==> src/design/fpa_pkg.sv <==
// Shared types, codes and widths for the fixed block pool allocator.
// Depends on nothing; used by the divider, the top level and the checker.
package fpa_pkg;

  localparam int DEFAULT_MAX_SLOTS = 1024;

  // Fixed field widths
  localparam int ADDR_W      = 32;
  localparam int DATA_W      = 32;
  localparam int SIZE_W      = 16;
  localparam int ALIGN_W     = 8;
  localparam int OP_W        = 2;
  localparam int INDEX_OUT_W = 10;
  localparam int STATUS_W    = 3;
  localparam int LIVE_W      = 11;
  localparam int CFG_IDX_W   = 2;

  // Divider widths
  localparam int DIVIDEND_W = 32;
  localparam int DIVISOR_W  = 16;

  // Register indexes
  localparam logic [CFG_IDX_W-1:0] CFG_BASE_ADDRESS     = 2'd0;
  localparam logic [CFG_IDX_W-1:0] CFG_REGION_SIZE      = 2'd1;
  localparam logic [CFG_IDX_W-1:0] CFG_OBJECT_SIZE      = 2'd2;
  localparam logic [CFG_IDX_W-1:0] CFG_OBJECT_ALIGNMENT = 2'd3;

  // Operation codes
  localparam logic [OP_W-1:0] OP_ALLOC = 2'd0;
  localparam logic [OP_W-1:0] OP_FREE  = 2'd1;
  localparam logic [OP_W-1:0] OP_CLEAR = 2'd2;

  // Result status codes
  localparam logic [STATUS_W-1:0] STATUS_OK        = 3'd0;
  localparam logic [STATUS_W-1:0] STATUS_EXHAUSTED = 3'd1;
  localparam logic [STATUS_W-1:0] STATUS_MISMATCH  = 3'd2;
  localparam logic [STATUS_W-1:0] STATUS_BAD_FREE  = 3'd3;
  localparam logic [STATUS_W-1:0] STATUS_NOTHING   = 3'd4;

  // Register reset values
  localparam logic [SIZE_W-1:0]  RESET_OBJECT_SIZE      = 16'd16;
  localparam logic [ALIGN_W-1:0] RESET_OBJECT_ALIGNMENT = 8'd4;

  typedef enum logic [2:0] {
    ST_IDLE,
    ST_DECODE,
    ST_ALLOC_READ,
    ST_FREE_DIV,
    ST_CLEAR_DIV,
    ST_CLEAR_LINK,
    ST_RESP
  } state_t;

  typedef struct packed {
    logic                  start;
    logic [DIVIDEND_W-1:0] dividend;
    logic [DIVISOR_W-1:0]  divisor;
  } div_req_t;

  typedef struct packed {
    logic                  done;
    logic [DIVIDEND_W-1:0] quotient;
    logic [DIVISOR_W-1:0]  remainder;
  } div_rsp_t;

endpackage

==> src/design/fpa_div.sv <==
// Restoring divider, one quotient bit per cycle, for the pool allocator.
// Depends on fpa_pkg for widths and the request/response structs.
module fpa_div (
  input  logic              clk,
  input  logic              rst,
  input  fpa_pkg::div_req_t req,
  output fpa_pkg::div_rsp_t rsp
);
  import fpa_pkg::*;

  localparam int CNT_W = $clog2(DIVIDEND_W);
  localparam logic [CNT_W-1:0] LAST_STEP = CNT_W'(DIVIDEND_W - 1);

  logic                  busy;
  logic                  done;
  logic [CNT_W-1:0]      step;
  logic [DIVIDEND_W-1:0] quot;
  logic [DIVISOR_W-1:0]  rem;
  logic [DIVISOR_W-1:0]  divisor;

  logic [DIVISOR_W:0]    shifted;
  logic [DIVISOR_W:0]    diff;
  logic                  fits;

  // One trial subtraction per step
  always_comb begin
    shifted = {rem, quot[DIVIDEND_W-1]};
    diff    = shifted - {1'b0, divisor};
    fits    = (shifted >= {1'b0, divisor});
  end

  // Sequence the steps and flag the last one
  always_ff @(posedge clk) begin
    if (rst) begin
      busy <= 1'b0;
      done <= 1'b0;
    end else begin
      done <= busy && (step == LAST_STEP);
      if (req.start) begin
        busy <= 1'b1;
      end else if (busy && (step == LAST_STEP)) begin
        busy <= 1'b0;
      end
    end
  end

  // Shift quotient and partial remainder
  always_ff @(posedge clk) begin
    if (req.start) begin
      step    <= '0;
      quot    <= req.dividend;
      rem     <= '0;
      divisor <= req.divisor;
    end else if (busy) begin
      step <= step + 1'b1;
      quot <= {quot[DIVIDEND_W-2:0], fits};
      rem  <= fits ? diff[DIVISOR_W-1:0] : shifted[DIVISOR_W-1:0];
    end
  end

  assign rsp.done      = done;
  assign rsp.quotient  = quot;
  assign rsp.remainder = rem;

endmodule

==> config.mk <==
export PLATFORM = sky130hd
export DESIGN_NAME = fpa_div
export DESIGN_NICKNAME = d
export VERILOG_FILES = /design/src/design/fpa_pkg.sv /design/src/design/fpa_div.sv
export SDC_FILE = /design/constraint.sdc
export NUM_CORES = 1
export LEC_CHECK = 0
export BUFFER_PORTS_ARGS = -buffer_cell sky130_fd_sc_hd__clkbuf_2
export CORE_MARGIN = 5
export CORE_UTILIZATION = 49
export CTS_BUF_LIST = sky130_fd_sc_hd__clkbuf_4 sky130_fd_sc_hd__clkbuf_8
export DETAILED_ROUTE_END_ITERATION = 8
export PLACE_DENSITY_LB_ADDON = 0.25
export SYNTH_ARGS = -nofsm -noshare
export SYNTH_HDL_FRONTEND = slang
export SYNTH_SLANG_ARGS = --single-unit
==> constraint.sdc <==
create_clock -name clk -period 2.5 [get_ports clk]
set_clock_uncertainty 0.2 [all_clocks]
set_input_delay 0.25 -clock clk [delete_from_list [all_inputs] [get_ports clk]]
set_output_delay 0.25 -clock clk [all_outputs]
set_load 0.05 [all_outputs]
==> metrics.md <==
| Metric | Value |
|---|---|
| Run status | `finished clean` |
| Critical Path Max Stage Delay | `350 ps` |
| Total wire length | `about 8600 um` |
| Slowest-stage cell, CP | `edfxtp_1` |
| Largest net degree at the start of global routing | `63` |
| Comb pwr share | `a little under a quarter` |
| Post-DP HPWL | `~5600 um` |
| Fin crit period | `around 2400 ps` |
| GPL Wtd Cong | `roughly 0.87` |
| Syn. warnings | `0` |
| First-pass GRT wire length | `between 10000 and 15000 um` |
| Core Rows | `31` |
| Cells along the critical path | `inv_1 > ha_1 > or2b_1 > a21oi_2 > o21ai_1 > a211o_1 > and3_1 > buf_4 > mux2i_1 > a211oi_1` |
| Leak | `2.30 nW` |
| Clk_lat worst skew | `approximately 350 ps` |
| CTS tree | `built` |
| Critical path arrival | `2470 ps` |
| Setup Slack @ Placement | `-9.88 ps` |
| Residual DRC count | `0` |
| Commonest non-fill, non-tap cell in the layout | `clkbuf_2` |
| Final period util | `96.8%` |
| Multi-input logic area | `around 0.0016 mm^2` |
| Initial Util | `50.3%` |
| Maximum VDD drop | `483 uV` |
| Syn Inst Count | `slightly above 300` |
| GR Overflow Total | `0` |
| Register area share after synthesis | `52.4%` |
| Most frequent cells in the layout | `clkbuf_2 (99), edfxtp_1 (48), dlygate4sd3_1 (45)` |
| Hold Path Class | `in2reg` |
| Mapped Area | `~0.0036 mm^2` |
| IO Port Bufs | `99` |
| First-pass DRT Iterations | `4` |
| Root Buffer | `clkbuf_8` |
| Via density | `between 5 and 6` |
| Relative slew slack | `a little under half` |
| Avg Cell Area, Syn | `11.7 um^2` |
| Antenna diodes | `0` |
| Die width | `around 96 um` |
| Num CTS Buffers | `9` |
| DIE AREA | `a little over 0.009 mm^2` |
| Synth top area share | `between 30% and 40%` |
| Area growth, synth to finish | `40.5%` |
| Post-DR wirelength/cell | `15.0 um` |
| Setup TNS | `0 ps` |
| FILL cells | `~550` |
| Peak Freq | `around 0.41 GHz` |
| Core Util, Final | `a little over two thirds` |
| Area post-placement | `roughly 0.0043 mm^2` |
| Worst path required time | `2550 ps` |
| Crit path max fanout | `8` |
| Seq pwr share | `42.0%` |
| CTS Sinks | `71` |
| Fin cells | `575` |
| # Max-Cap Violations | `0` |
| Setup violators final | `0` |
| Clk pwr share | `33.9%` |
| Core area | `between 0.007 and 0.008 mm^2` |
| Gr usage total | `19.7%` |
| Post-Syn Nets | `between 300 and 400` |
| Number of global-route vias before repair | `3014` |
| Slew @ Worst Pin | `approximately 790 ps` |
| CP Class | `reg2reg` |
| CP startpoint kind | `register` |
| RSZ-0062 raised after global routing | `true` |
| Hold Fails Final Rpt | `0` |
| #FFs+latches synth | `71` |
| Cell Int Power | `between 2 and 2.5 mW` |
| Slew Viols, Final | `0` |
| Pwr/cell area | `around 660 mW/mm^2` |
| Fraction of layout cells with a size suffix above 1 | `a little under two fifths` |
| Placed Instances | `slightly above 500` |
| Count of flip-flops with a built-in enable after synthesis | `48` |
| Final worst setup slack | `~79 ps` |
| Switch Pwr | `1.01 mW` |
| Synth top area cells | `edfxtp_1 (40%), dfxtp_1 (13%), mux2_2 (9.6%)` |
| Nets | `541` |
| Ys flop type | `edfxtp_1` |
| Die Ht | `a little under 100 um` |
| Routed Antenna Nets | `0` |
| Layout Cell Area excl Fill | `between 0.005 and 0.006 mm^2` |
| Synth unique cells | `43` |
| Switching Share | `between 30% and 40%` |
| DR vias | `2930` |
| Initial antenna violation count | `0` |
| DRT iter0 DRCs | `81` |
| Reg area | `about 0.0019 mm^2` |
| Most area-hungry cell type in the Yosys netlist | `edfxtp_1` |
| Setup crit end kind | `register` |
| IO Pins | `100` |
| Clock-pin slew on the worst setup and hold paths | `approximately 80 ps` |
| CTS Buffer Depth | `2` |
| Async S/R FF share, synth | `0%` |
| # H-tree levels | `3` |
final timing paths:
check | start | cells past startpoint | slack, ps | endpoint
min | req[21] | 2 | 20 | quot[5]$_DFFE_PP_
max reg2reg | divisor[1]$_DFFE_PP_ | 10 | 80 | rem[8]$_SDFFE_PP0P_
min reg2reg | rem[2]$_SDFFE_PP0P_ | 2 | 300 | rem[2]$_SDFFE_PP0P_
max | divisor[1]$_DFFE_PP_ | 10 | 80 | rem[8]$_SDFFE_PP0P_
through the flow:
step,hold WS (ps),power [mW]
6_report,16.6,3.37
3_5_place_dp,228,2.17
5_1_grt,3.33,3.52
2_1_floorplan,122,1.97
4_1_cts,0.0201,3.37
3_3_place_gp,228,2.16
critical path: cells and delay by family, from the launching register on:
family	cells	cell delay (ps)
fa+ha+maj	1	270
mux	1	130
flops	1	350
buf+inv	2	240
simple gates	2	420
compound gates	4	710
synthesized netlist by cell type (all sizes together), types with 6 or more instances:
cell type / instances
a211oi: 9
a21oi: 13
buf: 9
clkbuf: 6
dfxtp: 23
edfxtp: 48
ha: 18
inv: 20
mux2: 31
mux2i: 14
nand2: 15
nor2: 26
o21ai: 14
xnor2: 8
xor2: 8
logic make-up after synthesis:
family / Yosys count / share of synthesized area, %
AND/OR/NAND/NOR: 61 / 7.76
buffers and inverters: 35 / 4.28
AO/OA/AOI/OAI: 62 / 11.4
multiplexers: 45 / 13.5
adder cells (fa/ha/maj): 19 / 6.76
XOR/XNOR: 16 / 3.86
flip-flops: 71 / 52.4
what timing repair did:
action	4_1_cts	5_1_grt
setup buffers	0	4
endpoints found under the setup margin	1	11
hold endpoints to repair	45	1
pin swaps	0	8
hold buffers	44	1
gates resized for setup	1	13
flip-flops by register name, indices dropped and copies added (netlist names):
| register | cells |
|---|---|
| quot | 32 |
| busy | 1 |
| divisor | 16 |
| step | 5 |
| rem | 16 |
| done | 1 |
per-layer routing:
layer  wire (um)  track usage, %  up-vias
li1            -               -     1457
met4          80            4.74        0
met5           0               0        -
met1        3560            22.8     1394
met2        4260            33.0       72
met3         713            9.15        7
cell type report:
class                      count  area share (%)
sequential                    71            37.3
clock inverter                 6            2.28
inverter                      20            1.47
tap                           99            2.43
timing repair buffer         166            22.1
clock buffer                  10            2.58
multi-input combinational    203            31.8
power groups by stage:
stage	registers, mW	clock network, mW	logic (mW)
2_1_floorplan	1.67	0	0.302
3_3_place_gp	1.44	0	0.721
3_5_place_dp	1.44	0	0.731
4_1_cts	1.41	1.17	0.787
5_1_grt	1.43	1.22	0.874
6_report	1.42	1.14	0.811
Note: power is estimated with default switching activity, not from simulation.
