[src/design/fpa_ram.sv]
// Generic single-write, single-read RAM with registered read data.
// Depends on nothing.
module fpa_ram #(
  parameter int WIDTH = 8,
  parameter int DEPTH = 16
) (
  input  logic                     clk,
  input  logic                     we,
  input  logic [$clog2(DEPTH)-1:0] waddr,
  input  logic [WIDTH-1:0]         wdata,
  input  logic [$clog2(DEPTH)-1:0] raddr,
  output logic [WIDTH-1:0]         rdata
);

  logic [WIDTH-1:0] mem [DEPTH];

  // Write port and registered read port
  always_ff @(posedge clk) begin
    if (we) begin
      mem[waddr] <= wdata;
    end
    rdata <= mem[raddr];
  end

endmodule

[config.mk]
export PLATFORM = sky130hd
export DESIGN_NAME = fpa_ram
export DESIGN_NICKNAME = d
export VERILOG_FILES = /design/src/design/fpa_ram.sv
export SDC_FILE = /design/constraint.sdc
export NUM_CORES = 1
export LEC_CHECK = 0
export ABC_AREA = 1
export BUFFER_PORTS_ARGS = -buffer_cell sky130_fd_sc_hd__buf_2
export CORE_MARGIN = 2
export CORE_UTILIZATION = 40
export DETAILED_ROUTE_END_ITERATION = 10
export GPL_ROUTABILITY_DRIVEN = 0
export GPL_TIMING_DRIVEN = 0
export SYNTH_ARGS = -nofsm -noshare
export SYNTH_HDL_FRONTEND = slang
export SYNTH_SLANG_ARGS = --single-unit
[constraint.sdc]
create_clock -name clk -period 1.66 [get_ports clk]
set_clock_uncertainty 0.2 [all_clocks]
set_input_delay 0.249 -clock clk [delete_from_list [all_inputs] [get_ports clk]]
set_output_delay 0.249 -clock clk [all_outputs]
set_load 0.1 [all_outputs]
==> metrics.txt, run 1 <==
run status finished, final reports clean; area grow syn2layout 16.4%; Max Transition Viols Final 0; Inserted Diodes 0; RSZ-0062 raised after global routing no; post-CTS setup buffer count 0; Startpoint Class register; minimum clock period 1.58 ns; Fill cells 1264; Clk pwr share 0.462; CTS max path bufs 2; htree depth 4; CP max stage delay 0.42 ns; Final Setup Violations 0; fin area 6710 sq um; die outline height 124 um; Leak Pwr 2.91 nW; Root Buffer clkbuf_16; Post-Route WL 14100 um; Synth Instances 551; combinational power share 0.079; worst-skew pair later-pin latency 0.41 ns; CTS clk-pin slew, worst paths 0.06 ns; Cell Pwr Density 1250 nW/um^2; IO Pins 26; Starting Density 0.412; Sw Ratio 0.230; critical path arrival 1.14 ns; routed len/inst 18.0 um; number of library cell types mapped by synthesis 12; vias per cell 4.92; CP max FO 1; Worst path slowest cell buf_2; CTS tree yes; Final #Nets 610; Worst slew margin 0.306; final worst setup slack 0.0752 ns; pin count of the biggest net entering global routing 17; total track usage 0.196; FF-to-FF Start mem[7][1]; PortBufs 22; Reg2Reg Depth 6; post-synthesis sequential area ratio 0.694; Die W 124 um; sequential fraction of design power 0.459; crit end category primary output; syn nets 569; Area after DPL 6100 sq um; initial antenna violation count 0; crit-path cells buf_2; dpl ws -0.346 ns; internal power 6.47 mW; DRC marker count from the first detailed-route iteration 460; number of synthesized register bits 136; type of the worst min-delay path in2reg; max-cap violation count 0; total number of vias 3863; core area 14000 sq um; post-route antenna net violation count 0; WS Path Type reg2out; Row Count 43; hold endpoint mem[0][2]; delay-heaviest family, CP buffers and inverters; # resized after CTS 0; Max IR drop VDD 675 uV; vias in the first global route 3674; Slew @ Worst Pin 1.04 ns; HPWL after DPL 9020 um; hold depth 1; WP buf/inv 1; Cell Area, Synth 5770 sq um; Final Hold Fails 0; Synthesis Warnings 0; final core occ 0.480; cts hold-fix bufs 0; Num CTS Buffers 17; Worst EP required 1.21 ns; FF-to-FF setup slack 0.43 ns; Power, Total 8.41 mW; Hold Path Origin wdata[2]; final worst path period share 0.955; layout cells sized above 1 0.124; area of the die 15400 sq um; clk sinks 136; Pre-antenna DRT Iters 5; P_sw 1.93 mW; fmax 631 MHz; synthesized area per cell 10.5 sq um; drt drc 0; first-pass GRT wire length 21300 um; Reg-to-Reg End rdata[1]; total gr overflow 0; setup TNS 0 ns
state kept, by name, summed over array words and instances (netlist names):
| name | flops |
|---|---|
| mem | 128 |
| rdata | 8 |
Yosys cell counts (all sizes together):
cell / count / area (sq um)
buf: 24 / 166
dfxtp: 8 / 160
edfxtp: 128 / 3840
inv: 102 / 383
nand2: 173 / 649
nand3: 97 / 485
nand3b: 2 / 15.0
nor2: 17 / 63.8
cell usage in the layout, fill, tap and decap left out:
cell        instances
clkinv_4            3
buf_6               6
nand3_1            97
inv_2               2
clkinv_2            3
nand3b_1            2
clkbuf_16          17
buf_2              35
clkinvlp_4          1
clkinv_1            4
edfxtp_1          128
dfxtp_1             8
bufinv_16           4
nor2_1             17
inv_1             100
buf_4               4
buf_1               1
nand2_1           173
worst max path at each step:
stage / end / slack (ns) / start / cells after the start
final: rdata[5] / 0.08 / rdata[5] / 1
after detailed placement: mem[12][4] / -0.35 / waddr[0] / 4
after global routing: mem[12][3] / 0.004 / waddr[0] / 4
after global placement: mem[6][3] / -0.30 / waddr[3] / 3
after CTS: rdata[0] / 0.06 / rdata[0] / 1
after floorplan: mem[10][0] / 0.26 / waddr[2] / 2
routing by layer:
metal,vias up,wire length (um),track usage,share of wire
li1,1854,-,-,-
met1,1841,6080,0.262,0.43
met2,152,6940,0.319,0.49
met3,16,821,0.0353,0.058
met4,0,272,0.0758,0.019
met5,-,0,0,0
power by group through the flow:
stage / combinational, mW / clock (mW) / sequential (mW)
final: 0.660 / 3.89 / 3.86
after global routing: 0.709 / 4.05 / 3.86
after CTS: 0.659 / 3.91 / 3.86
after detailed placement: 0.656 / 0 / 3.93
after global placement: 0.646 / 0 / 3.93
after floorplan: 0.271 / 0 / 4.09
cell type report:
cell class	count	area, sq um	area share
flip-flops and latches	136	4000	0.597
multi-input cells	289	1210	0.181
clock buffers	17	425	0.0634
inverters	102	383	0.0570
well taps	180	225	0.0336
clock inverters	15	184	0.0274
plain buffers	24	166	0.0248
repair buffers	22	110	0.0164
cells by family after synthesis:
kind of cell | Yosys count | share of synthesized area
simple gates | 289 | 0.210
buf+inv | 126 | 0.0952
flops | 136 | 0.694
stage by stage:
step | std cells | hold slack [ns]
final | 785 | 0.0450
after global routing | 785 | 0.0552
after CTS | 785 | 0.0396
after detailed placement | 753 | 0.472
after global placement | 753 | 0.460
after floorplan | 551 | 0.148
Power figures use the tool's default switching activity.
==> inputs of run 2 (changes only) <==
--- a/config.mk
+++ b/config.mk
@@ -8,7 +8,7 @@
 export ABC_AREA = 1
 export BUFFER_PORTS_ARGS = -buffer_cell sky130_fd_sc_hd__buf_2
 export CORE_MARGIN = 2
-export CORE_UTILIZATION = 40
+export CORE_UTILIZATION = 30
 export DETAILED_ROUTE_END_ITERATION = 10
 export GPL_ROUTABILITY_DRIVEN = 0
 export GPL_TIMING_DRIVEN = 0
==> metrics.txt, run 2 (synthesis results as in run 1) <==
area of the die 20300 sq um (was 15400 sq um); Root Buffer clkbuf_16 (unchanged); routed len/inst 17.0 um (was 18.0 um); Starting Density 0.307 (was 0.412); crit-path cells buf_2 (unchanged); Leak Pwr 2.87 nW (was 2.91 nW); post-route antenna net violation count 0 (unchanged); Post-Route WL 14300 um (was 14100 um); vias per cell 4.52 (was 4.92); die outline height 143 um (was 124 um); crit end category primary output (unchanged); critical path arrival 1.16 ns (was 1.14 ns); Worst path slowest cell buf_2 (unchanged); Final Hold Fails 0 (unchanged); WP buf/inv 1 (unchanged); Num CTS Buffers 17 (unchanged); Max Transition Viols Final 0 (unchanged); total gr overflow 0 (unchanged); Inserted Diodes 0 (unchanged); post-CTS setup buffer count 0 (unchanged); run status finished, final reports clean (unchanged); layout cells sized above 1 0.126 (was 0.124); IO Pins 26 (unchanged); Biggest register mem (unchanged); most frequent cells in the layout nand2_1 (173), edfxtp_1 (128), inv_1 (100) (unchanged); CTS clk-pin slew, worst paths 0.06 ns (about the same); clk sinks 136 (unchanged); HPWL after DPL 9140 um (was 9020 um); Largest regs mem (128), rdata (8) (unchanged); Pre-antenna DRT Iters 5 (unchanged); setup TNS 0 ns (unchanged); Worst slew margin 0.346 (was 0.306); CP max stage delay 0.42 ns (about the same); CTS tree yes (unchanged); most common cell after layout, fill and taps aside nand2_1 (unchanged); delay-heaviest family, CP buffers and inverters (unchanged); cts hold-fix bufs 0 (unchanged); DRC marker count from the first detailed-route iteration 309 (was 460); core area 18800 sq um (was 14000 sq um); minimum clock period 1.61 ns (was 1.58 ns); vias in the first global route 3606 (was 3674); total track usage 0.150 (was 0.196); fin area 6710 sq um (unchanged); Worst EP required 1.21 ns (about the same); Row Count 50 (was 43); Startpoint Class register (unchanged); area grow syn2layout 16.4% (unchanged); Slew @ Worst Pin 0.978 ns (was 1.04 ns); RSZ-0062 raised after global routing no (unchanged); first-pass GRT wire length 21800 um (was 21300 um); Die W 143 um (was 124 um); WS Path Type reg2out (unchanged); Max IR drop VDD 560 uV (was 675 uV); Area after DPL 6170 sq um (was 6100 sq um); Final Setup Violations 0 (unchanged); final worst path period share 0.969 (was 0.955); max-cap violation count 0 (unchanged); max FFs per register 128 (unchanged); worst-skew pair later-pin latency 0.42 ns (was 0.41 ns); fmax 622 MHz (was 631 MHz); htree depth 4 (unchanged); initial antenna violation count 0 (unchanged); CTS max path bufs 2 (unchanged); worst hold slack 0.0361 ns (was 0.0450 ns); CP max FO 1 (unchanged); placed insts 807 (was 753); pin count of the biggest net entering global routing 17 (unchanged); PortBufs 22 (unchanged); total number of vias 3790 (was 3863); drt drc 0 (unchanged); Final #Nets 610 (unchanged); type of the worst min-delay path in2reg (unchanged); Cell Pwr Density 1190 nW/um^2 (was 1250 nW/um^2); fin cells 839 (was 785)
[run 2: worst paths after layout]
path          endpoint  slack, ns  cells after the start       start
min          mem[5][2]       0.04                      1    wdata[2]
min reg2reg   rdata[1]       0.51                      6   mem[5][1]
max reg2reg   rdata[0]       0.40                      6  mem[15][0]
max           rdata[4]       0.05                      1    rdata[4]
[run 2: repair_timing]
| item | CTS | global route |
|---|---|---|
| resized for setup | 0 | 1 |
| hold endpoints to repair | 0 | 0 |
| endpoints found under the setup margin | 0 | 1 |
[run 2: final cells by class]
cell class,count,area [sq um]
plain buffers,24,166
clock buffers,18,429
flip-flops and latches,136,4000
clock inverters,14,110
well taps,234,293
multi-input cells,289,1210
fillers,1859,12100
repair buffers,22,113
inverters,102,383
[run 2: where the power goes]
group | internal (mW) | total (mW) | switching (mW)
logic | 0.149 | 0.665 | 0.517
registers | 3.84 | 3.86 | 0.0191
clock network | 2.03 | 3.44 | 1.41
total | 6.02 | 7.96 | 1.94
[run 2: metrics by stage]
step                      utilization  power [mW]  setup WS (ns)
after detailed placement        0.329        4.59         -0.287
after CTS                       0.357        7.99         0.0253
after global placement          0.329        4.59         -0.277
after floorplan                     -        4.36          0.260
final                           0.358        7.96         0.0518
after global routing            0.358        8.17        0.00427
[run 2: metal layers]
metal / part of all wire / GRT usage / vias to the layer above
met4: 0.025 / 0.0730 / 0
met3: 0.076 / 0.0339 / 25
met1: 0.46 / 0.205 / 1741
li1: - / - / 1849
met5: 0 / 0 / -
met2: 0.44 / 0.224 / 175
==> inputs of run 3 (changes only) <==
--- a/config.mk
+++ b/config.mk
@@ -5,7 +5,6 @@
 export SDC_FILE = /design/constraint.sdc
 export NUM_CORES = 1
 export LEC_CHECK = 0
-export ABC_AREA = 1
 export BUFFER_PORTS_ARGS = -buffer_cell sky130_fd_sc_hd__buf_2
 export CORE_MARGIN = 2
 export CORE_UTILIZATION = 30
==> metrics.txt, run 3 <==
HPWL after DPL 6620 um (was 9140 um); Die W 135 um (was 143 um); most used flip-flop cell after synthesis edfxtp_1 (unchanged); Largest regs mem (128), rdata (8) (unchanged); Startpoint Class register (unchanged); Pre-antenna DRT Iters 4 (was 5); total track usage 0.123 (was 0.150); Max Transition Viols Final 0 (unchanged); setup TNS 0 ns (unchanged); type of the worst min-delay path in2reg (unchanged); Leak Pwr 2.03 nW (was 2.87 nW); placed insts 473 (was 807); area grow syn2layout 19.3% (was 16.4%); fin area 6140 sq um (was 6710 sq um); post-CTS setup buffer count 0 (unchanged); minimum clock period 1.60 ns (was 1.61 ns); most numerous cell in the Yosys netlist edfxtp_1 (was nand2_1); Final Hold Fails 0 (unchanged); Post-synth EDFFs 128 (unchanged); Synth area leader edfxtp_1 (unchanged); Clk pwr share 0.449 (was 0.432); worst hold slack 0.0468 ns (was 0.0361 ns); PortBufs 24 (was 22); core area 16700 sq um (was 18800 sq um); crit end category register (was primary output); Root Buffer clkbuf_16 (unchanged); most frequent cells after synthesis edfxtp_1 (128), mux4_2 (18), a22oi_1 (16), mux4_1 (14), nor2_1 (13) (was nand2_1 (173), edfxtp_1 (128), inv_1 (100), nand3_1 (97), nor2_1 (17)); syn nets 247 (was 569); Slew @ Worst Pin 0.850 ns (was 0.978 ns); Sw Ratio 0.211 (was 0.244); most frequent cells in the layout edfxtp_1 (128), buf_2 (27), mux4_2 (18) (was nand2_1 (173), edfxtp_1 (128), inv_1 (100)); dpl ws -0.640 ns (was -0.287 ns); die outline height 135 um (was 143 um); synthesized area per cell 22.5 sq um (was 10.5 sq um); htree depth 4 (unchanged); Worst EP required 1.75 ns (was 1.21 ns); combinational power share 0.067 (was 0.084); asr flop ratio synth 0 (unchanged); Num CTS Buffers 17 (unchanged); total gr overflow 0 (unchanged); # resized after CTS 4 (was 0); Row Count 47 (was 50); internal power 6.31 mW (was 6.02 mW); routed len/inst 20.6 um (was 17.0 um); cts hold-fix bufs 0 (unchanged); Inserted Diodes 0 (unchanged); layout cells sized above 1 0.306 (was 0.126); final worst setup slack 0.0575 ns (was 0.0518 ns); Starting Density 0.308 (was 0.307); vias in the first global route 2465 (was 3606); Fill cells 1540 (was 1859); IO Pins 26 (unchanged); RSZ-0062 raised after global routing no (unchanged); DRC marker count from the first detailed-route iteration 141 (was 309); critical path arrival 1.69 ns (was 1.16 ns); Cell Pwr Density 1300 nW/um^2 (was 1190 nW/um^2); final worst path period share 0.965 (was 0.969); clk sinks 136 (unchanged); number of library cell types mapped by synthesis 19 (was 12); post-route antenna net violation count 0 (unchanged); CTS clk-pin slew, worst paths 0.06 ns (about the same); sequential fraction of design power 0.483 (was 0.485); number of synthesized register bits 136 (unchanged); Synth Instances 229 (was 551); post-synthesis sequential area ratio 0.778 (was 0.694); pin count of the biggest net entering global routing 17 (unchanged); total number of vias 2375 (was 3790); Cell Area, Synth 5150 sq um (was 5770 sq um); Area after DPL 5550 sq um (was 6170 sq um); max FFs per register 128 (unchanged); fin cells 504 (was 839); WS Path Type reg2reg (was reg2out); footprint of the multi-input gates 1090 sq um (was 1210 sq um); Yosys top cell area share 0.747 (was 0.667); fmax 624 MHz (was 622 MHz); run status finished, final reports clean (unchanged); top post-synthesis cells by area edfxtp_1 (75%), mux4_2 (7.9%), mux4_1 (7.1%) (was edfxtp_1 (67%), nand2_1 (11%), nand3_1 (8.4%)); CTS max path bufs 2 (unchanged); CP max FO 1 (unchanged); first-pass GRT wire length 15500 um (was 21800 um); vias per cell 4.71 (was 4.52); worst-skew pair later-pin latency 0.41 ns (was 0.42 ns); Post-Route WL 10400 um (was 14300 um); max-cap violation count 0 (unchanged); area of the die 18200 sq um (was 20300 sq um); Max IR drop VDD 712 uV (was 560 uV); initial antenna violation count 0 (unchanged); Synthesis Warnings 0 (unchanged); drt drc 0 (unchanged); Final #Nets 290 (was 610); P_sw 1.68 mW (was 1.94 mW); CTS tree yes (unchanged); Biggest register mem (unchanged); sequential standard cell area 4000 sq um (unchanged); most common cell after layout, fill and taps aside edfxtp_1 (was nand2_1); Worst slew margin 0.431 (was 0.346); Final Setup Violations 0 (unchanged)
## run 3: cell type report
cell class | instances | area share
Clock buffer | 18 | 0.0699
Clock inverter | 13 | 0.0222
Buffer | 10 | 0.0141
Tap cell | 220 | 0.0448
Multi-Input combinational cell | 83 | 0.178
Sequential cell | 136 | 0.652
Timing Repair Buffer | 24 | 0.0196
## run 3: worst paths after layout
check                               start         to  slack (ns)  depth (start not counted)
worst min register to register  mem[0][0]   rdata[0]        0.49                          3
worst max register to register  mem[5][2]   rdata[2]        0.06                          3
worst min-delay path             wdata[0]  mem[6][0]        0.05                          1
worst max-delay path            mem[5][2]   rdata[2]        0.06                          3
## run 3: per-stage QoR
| step | utilization | total power, mW |
|---|---|---|
| after floorplan | - | 4.29 |
| after global placement | 0.332 | 4.46 |
| after detailed placement | 0.332 | 4.47 |
| after CTS | 0.367 | 8.07 |
| after global routing | 0.368 | 8.22 |
| final | 0.368 | 7.99 |
## run 3: per-layer routing
| layer | GRT usage | share of wire |
|---|---|---|
| met2 | 0.189 | 0.48 |
| met4 | 0.0359 | 0.0099 |
| met1 | 0.165 | 0.46 |
| met5 | 0 | 0 |
| met3 | 0.0428 | 0.054 |
## run 3: kinds of logic (layout without fill, tap and decap cells)
family | count (synthesis) | in the layout | synth area share
compound gates | 16 | 16 | 0.0233
buf+inv | 10 | 65 | 0.0168
flops | 136 | 136 | 0.778
mux | 32 | 32 | 0.150
simple gates | 35 | 35 | 0.0318
## run 3: power by group through the flow
stage	clock network (mW)	logic (mW)	registers, mW
floorplan	0	0.195	4.09
finish	3.59	0.539	3.86
global route	3.78	0.571	3.86
detailed placement	0	0.542	3.93
CTS	3.66	0.544	3.86
global placement	0	0.533	3.93
## run 3: critical path, cell delays in order (launching register included)
cell      delay (ns)
edfxtp_1        0.36
mux4_1          0.58
a22oi_1         0.26
nand2_1         0.08
